### config.mk
export PLATFORM = sky130hd
export DESIGN_NAME = dwo_ctrl
export DESIGN_NICKNAME = d
export VERILOG_FILES = /design/src/rtl/dwo_pkg.sv /design/src/rtl/dwo_ctrl.sv
export SDC_FILE = /design/constraint.sdc
export NUM_CORES = 1
export LEC_CHECK = 0
export CORE_AREA = 10 10 47 49
export CTS_CLUSTER_DIAMETER = 80
export CTS_CLUSTER_SIZE = 30
export DETAILED_ROUTE_END_ITERATION = 10
export DIE_AREA = 0 0 57 59
export DONT_BUFFER_PORTS = 1
export PLACE_DENSITY = 0.32
export SYNTH_ARGS = -nofsm -noshare
export SYNTH_HDL_FRONTEND = slang
export SYNTH_SLANG_ARGS = --single-unit
### constraint.sdc
create_clock -name clk -period 1.3 [get_ports clk]
set_input_delay 0.325 -clock clk [delete_from_list [all_inputs] [get_ports clk]]
set_output_delay 0.325 -clock clk [all_outputs]
set_load 0.005 [all_outputs]
### src/rtl/dwo_pkg.sv
// Shared types and constants for the wheel odometry block.
package dwo_pkg;

    localparam int FULL_TURN = 23040;
    localparam logic signed [31:0] CORDIC_K_Q30 = 32'sd652032874;
    localparam int FRAC_BITS = 8;
    localparam int MAX_STEPS = 24;
    localparam int ANG_W = 26;
    localparam int VEC_W = 64;

    typedef enum logic [1:0] {
        CFG_USE_GYRO = 2'd0,
        CFG_HEADING_ORIGIN = 2'd1,
        CFG_HEADING_GAIN = 2'd2,
        CFG_NONE = 2'd3
    } cfg_index_t;

    typedef enum logic [2:0] {
        ST_IDLE,
        ST_HEAD,
        ST_WRAP,
        ST_PREP,
        ST_ROT,
        ST_DONE,
        ST_OUT
    } state_t;

    typedef struct packed {
        logic load_in;
        logic do_head;
        logic do_wrap;
        logic do_prep;
        logic do_step;
        logic do_done;
    } cmd_t;

    typedef struct packed {
        logic is_load;
        logic last_step;
    } status_t;

    function automatic logic [ANG_W-1:0] atan_entry(input logic [4:0] i);
        logic [ANG_W-1:0] r;
        begin
            unique case (i)
                5'd0: r = 26'd2949120;
                5'd1: r = 26'd1740967;
                5'd2: r = 26'd919879;
                5'd3: r = 26'd466945;
                5'd4: r = 26'd234379;
                5'd5: r = 26'd117304;
                5'd6: r = 26'd58666;
                5'd7: r = 26'd29335;
                5'd8: r = 26'd14668;
                5'd9: r = 26'd7334;
                5'd10: r = 26'd3667;
                5'd11: r = 26'd1833;
                5'd12: r = 26'd917;
                5'd13: r = 26'd458;
                5'd14: r = 26'd229;
                5'd15: r = 26'd115;
                5'd16: r = 26'd57;
                5'd17: r = 26'd29;
                5'd18: r = 26'd14;
                5'd19: r = 26'd7;
                5'd20: r = 26'd4;
                5'd21: r = 26'd2;
                5'd22: r = 26'd1;
                default: r = '0;
            endcase
            return r;
        end
    endfunction

endpackage

### src/rtl/dwo_ctrl.sv
// Sequencing controller for the wheel odometry block.
module dwo_ctrl (
    input  logic             clk,
    input  logic             rst_n,
    input  logic             in_valid,
    output logic             in_ready,
    output logic             out_valid,
    input  logic             out_ready,
    input  dwo_pkg::status_t status,
    output dwo_pkg::cmd_t    cmd
);
    import dwo_pkg::*;

    state_t state_reg, state_next;

    always_ff @(posedge clk or negedge rst_n)
    begin
        if (!rst_n)
        begin
            state_reg <= ST_IDLE;
        end
        else
        begin
            state_reg <= state_next;
        end
    end

    always_comb
    begin
        state_next = state_reg;
        cmd = '0;
        in_ready = 1'b0;
        out_valid = 1'b0;
        unique case (state_reg)
            ST_IDLE:
            begin
                in_ready = 1'b1;
                if (in_valid)
                begin
                    cmd.load_in = 1'b1;
                    state_next = ST_HEAD;
                end
            end
            ST_HEAD:
            begin
                cmd.do_head = 1'b1;
                state_next = ST_WRAP;
            end
            ST_WRAP:
            begin
                cmd.do_wrap = 1'b1;
                state_next = status.is_load ? ST_DONE : ST_PREP;
            end
            ST_PREP:
            begin
                cmd.do_prep = 1'b1;
                state_next = ST_ROT;
            end
            ST_ROT:
            begin
                cmd.do_step = 1'b1;
                if (status.last_step)
                begin
                    state_next = ST_DONE;
                end
            end
            ST_DONE:
            begin
                cmd.do_done = 1'b1;
                state_next = ST_OUT;
            end
            ST_OUT:
            begin
                out_valid = 1'b1;
                if (out_ready)
                begin
                    state_next = ST_IDLE;
                end
            end
            default:
            begin
                state_next = ST_IDLE;
            end
        endcase
    end

endmodule

== After elaboration in Yosys (flattened, before gate mapping) ==
Cells that the tools add are included.
W data, S select, Z words.

* Register bits: 3
* Bits of input ports: 6
* Output and inout bits: 8
* Word-level logic and storage cells: 26

* Equal/unequal tests: 9
* Mux-type cells: 14
* Reduce and logical (&&, ||, !) cells: 2

{| class="wikitable"
|+ Operators with widths
! kind !! count
|-
| $pmux W3 S7 || 1
|-
| $mux W3 || 4
|-
| $eq A3 B3 Y1 const B || 3
|-
| $mux W1 || 9
|-
| $eq A3 B2 Y1 const B || 2
|-
| $ne A2 B2 Y1 const B || 3
|-
| $eq A3 B1 Y1 const B || 1
|-
| $logic_not A3 Y1 || 1
|-
| $reduce_and A3 Y1 || 1
|}

== Depth between registers and ports, before layout ==
* Depth in word-level cells: 3
* Gate-level depth with buffers: 3
* Gate-level depth less buffers: 2

== Least setup slack after synthesis ==
Ideal clock, no wire load.

* Kind: reg-to-output
* Start: reg state_reg[1]
* End: out cmd[5] in the netlist's numbering
* Data arrival time: 0.801 ns
* Path slack: 0.174 ns
* Stages on the path, launching flop included: 3
* Path buffers: 0
* Path through: dfrtp_1 nor3_2 and2_1

{| class="wikitable"
|+ RTL lines
! what !! RTL line !! text
|-
| start, declared || dwo_ctrl.sv:14 || <nowiki>state_t state_reg, state_next;</nowiki>
|-
| start signal, assigned || dwo_ctrl.sv:24 || <nowiki>state_reg <= state_next;</nowiki>
|-
| end, declared || dwo_ctrl.sv:10 || <nowiki>output dwo_pkg::cmd_t cmd</nowiki>
|}

==> results.json <==
{
  "relSlewSlack_pct": 82.4,
  "finClkSkew_ns": 0.000721,
  "syn-mean-instance-area_um2": 9.08,
  "firstDrtPassIters": 4,
  "violations": "negative setup slack",
  "start_util_pct": 14.9,
  "grt_setup_unrepaired": "yes",
  "synth.distinct_cells": 16,
  "holdPathEnd": "state_reg[0]",
  "hp-class": "input pin to flip-flop",
  "dieArea_um2": 3360,
  "dp_hpwl_um": 493,
  "port_buffers": 0,
  "path_cells": "nor3_4 -> and2_4",
  "first_iter_violations": 3,
  "r2r_setup_slack_ns": 0.20,
  "slew_viol_final": 0,
  "synth-seq-area-share_pct": 35.9,
  "drive_gt1_share_pct": 68.8,
  "fmax_mhz": 723,
  "yosys.area.top_type": "dfrtp_1",
  "synth_top_cell_area_share_pct": 35.9,
  "syn_inst": 23,
  "gp_congestion": 0.673,
  "fillers": 161,
  "rr_worst_depth": 3,
  "endpoint_kind": "primary output",
  "die_y_um": 59,
  "ys_seq_elements": 3,
  "ys_warn_count": 0,
  "ant_nets": 0,
  "synth_nets": 29,
  "clock_latency_ns": 0.24,
  "setup_slack_ns": -0.0835,
  "cts-root-buf": "clkbuf_4",
  "grt_max_degree": 7,
  "wl_per_cell_um": 14.9,
  "place_ws_ns": 0.134,
  "slowest_stage": "dfrtp_2",
  "drc": 0,
  "grt_usage_pct": 4.46,
  "hold_depth": 2,
  "max-vdd-ir-drop_mv": 0.748,
  "r2r_start": "state_reg[2]",
  "power.density_nw_per_um2": 2610,
  "worstPathRequired_ns": 0.98,
  "ioPinCount": 14,
  "viasPerCell": 4.27,
  "synth-main-ff-cell": "dfrtp_1",
  "antenna_found_initial": 0,
  "fp.dieW_um": 57,
  "grt_pass1_vias": 225,
  "synth_edf_count": 0,
  "path_class": "flip-flop to primary output",
  "stdcell_count": 48,
  "synth_most_common_cell": "nor2_1",
  "run_status": "finished with violations",
  "syn_area_um2": 209,
  "num_vias": 205,
  "worstMarginPinSlew_ns": 0.261,
  "synth.area.top_cells": "dfrtp_1, mux2_4, nor2_1",
  "grt_overflow": 0,
  "max_stage_delay_ns": 0.46,
  "finalSetupViolCount": 6,
  "place_inst": 40,
  "min_period_ns": 1.38,
  "p_leak_nw": 0.142,
  "min_from": "status[0]",
  "ys_top_cells_by_count": "nor2_1, dfrtp_1, a21oi_1, nand2b_1",
  "clock-sinks": 3,
  "rr_endpoint": "state_reg[1]",
  "hold_viol": 0,
  "tritoncts": "built",
  "num_antenna_cells": 0,
  "critPathMaxFanout": 6,
  "cp-start-kind": "flip-flop",
  "max_cap_violations": 0,
  "core_um2": 1400,
  "grt_pass1_wl_um": 1070,
  "crit_arrival_ns": 1.06,
  "nNetsFinal": 39,
  "largest_register_ffs": 3,
  "totalWireLength_um": 714,
  "area_delta_synth_final_pct": 63.5,
  "clkTransAtPathRegs_ns": 0.04,
  "min_period_over_period_pct": 106,
  "cts.path.max_buffers": 2,
  "num_rows": 14,
  "numCtsBuffers": 3,
  "async_flop_share_pct": 100,
  "h-tree-depth": 1
}
-- metrics by stage --
step                power [mW]  util [%]  hold slack [ns]  setup TNS [ns]  instance area, µm²
floorplan                0.440         -           0.0294               0                 209
global placement         0.510      16.6           0.0296               0                 233
detailed placement       0.513      16.6           0.0296               0                 233
CTS                      0.786      21.4            0.239          -0.324                 300
global route             0.966      24.4            0.252          -0.626                 342
finish                   0.892      24.4            0.249          -0.295                 342
-- placed cells by master (no fill, tap or decap), drive strengths merged, types with 2 or more instances in the layout --
cell type / Yosys / layout
nand2b: 2 / 2
a21oi: 2 / 2
clkbuf: 0 / 4
nor2: 4 / 4
buf: 1 / 5
o21ai: 2 / 2
nor3: 2 / 2
dfrtp: 3 / 3
-- power breakdown --
group / internal, mW / leakage (nW) / switching [mW]
clock: 0.115 / 0.0150 / 0.0503
combinational: 0.248 / 0.0944 / 0.223
sequential: 0.146 / 0.0331 / 0.109
total: 0.510 / 0.142 / 0.382
-- worst max-delay path, delay by kind of cell (launching register included) --
kind,cells,cell delay [ns]
DFF,1,0.46
and+or+nand+nor,2,0.36
-- per-layer routing --
layer	part of all wire (%)	vias up	routed length [µm]	global-route usage [%]
met4	0	0	0	3.02
met1	38	94	273	3.93
met5	0	-	0	0
li1	-	99	-	-
met2	44	12	316	5.43
met3	17	0	123	5.58
-- logic make-up (layout without fill, tap and decap cells) --
group	count (synthesis)	count (layout)	share of synthesized area (%)
buffers and inverters	2	11	7.18
AO/OA/AOI/OAI	6	6	19.8
multiplexers	1	1	7.18
AND/OR/NAND/NOR	11	11	29.9
flip-flops	3	3	35.9
-- worst max path at each step --
stage / cells past startpoint / startpoint / endpoint
after detailed placement: 2 / state_reg[1] / cmd[5]
final: 2 / state_reg[1] / cmd[5]
after CTS: 2 / state_reg[2] / cmd[5]
after global placement: 2 / state_reg[1] / cmd[4]
after global routing: 2 / state_reg[1] / cmd[5]
after floorplan: 2 / state_reg[1] / cmd[5]
-- what timing repair did --
action	CTS	global route
pin swaps	2	2
setup buffers	2	1
endpoints found under the hold margin	3	0
cloned	0	0
endpoints found under the setup margin	8	8
gates resized for setup	8	9
hold buffers	1	0
-- final cells by class --
class / count / area, µm² / share of cell area [%]
multi-input cells: 18 / 163 / 47.6
flip-flops and latches: 3 / 78.8 / 23.1
repair buffers: 6 / 47.5 / 13.9
clock buffers: 4 / 26.3 / 7.69
well taps: 16 / 20.0 / 5.86
inverters: 1 / 6.26 / 1.83
Note: power is estimated with default switching activity, not from simulation.
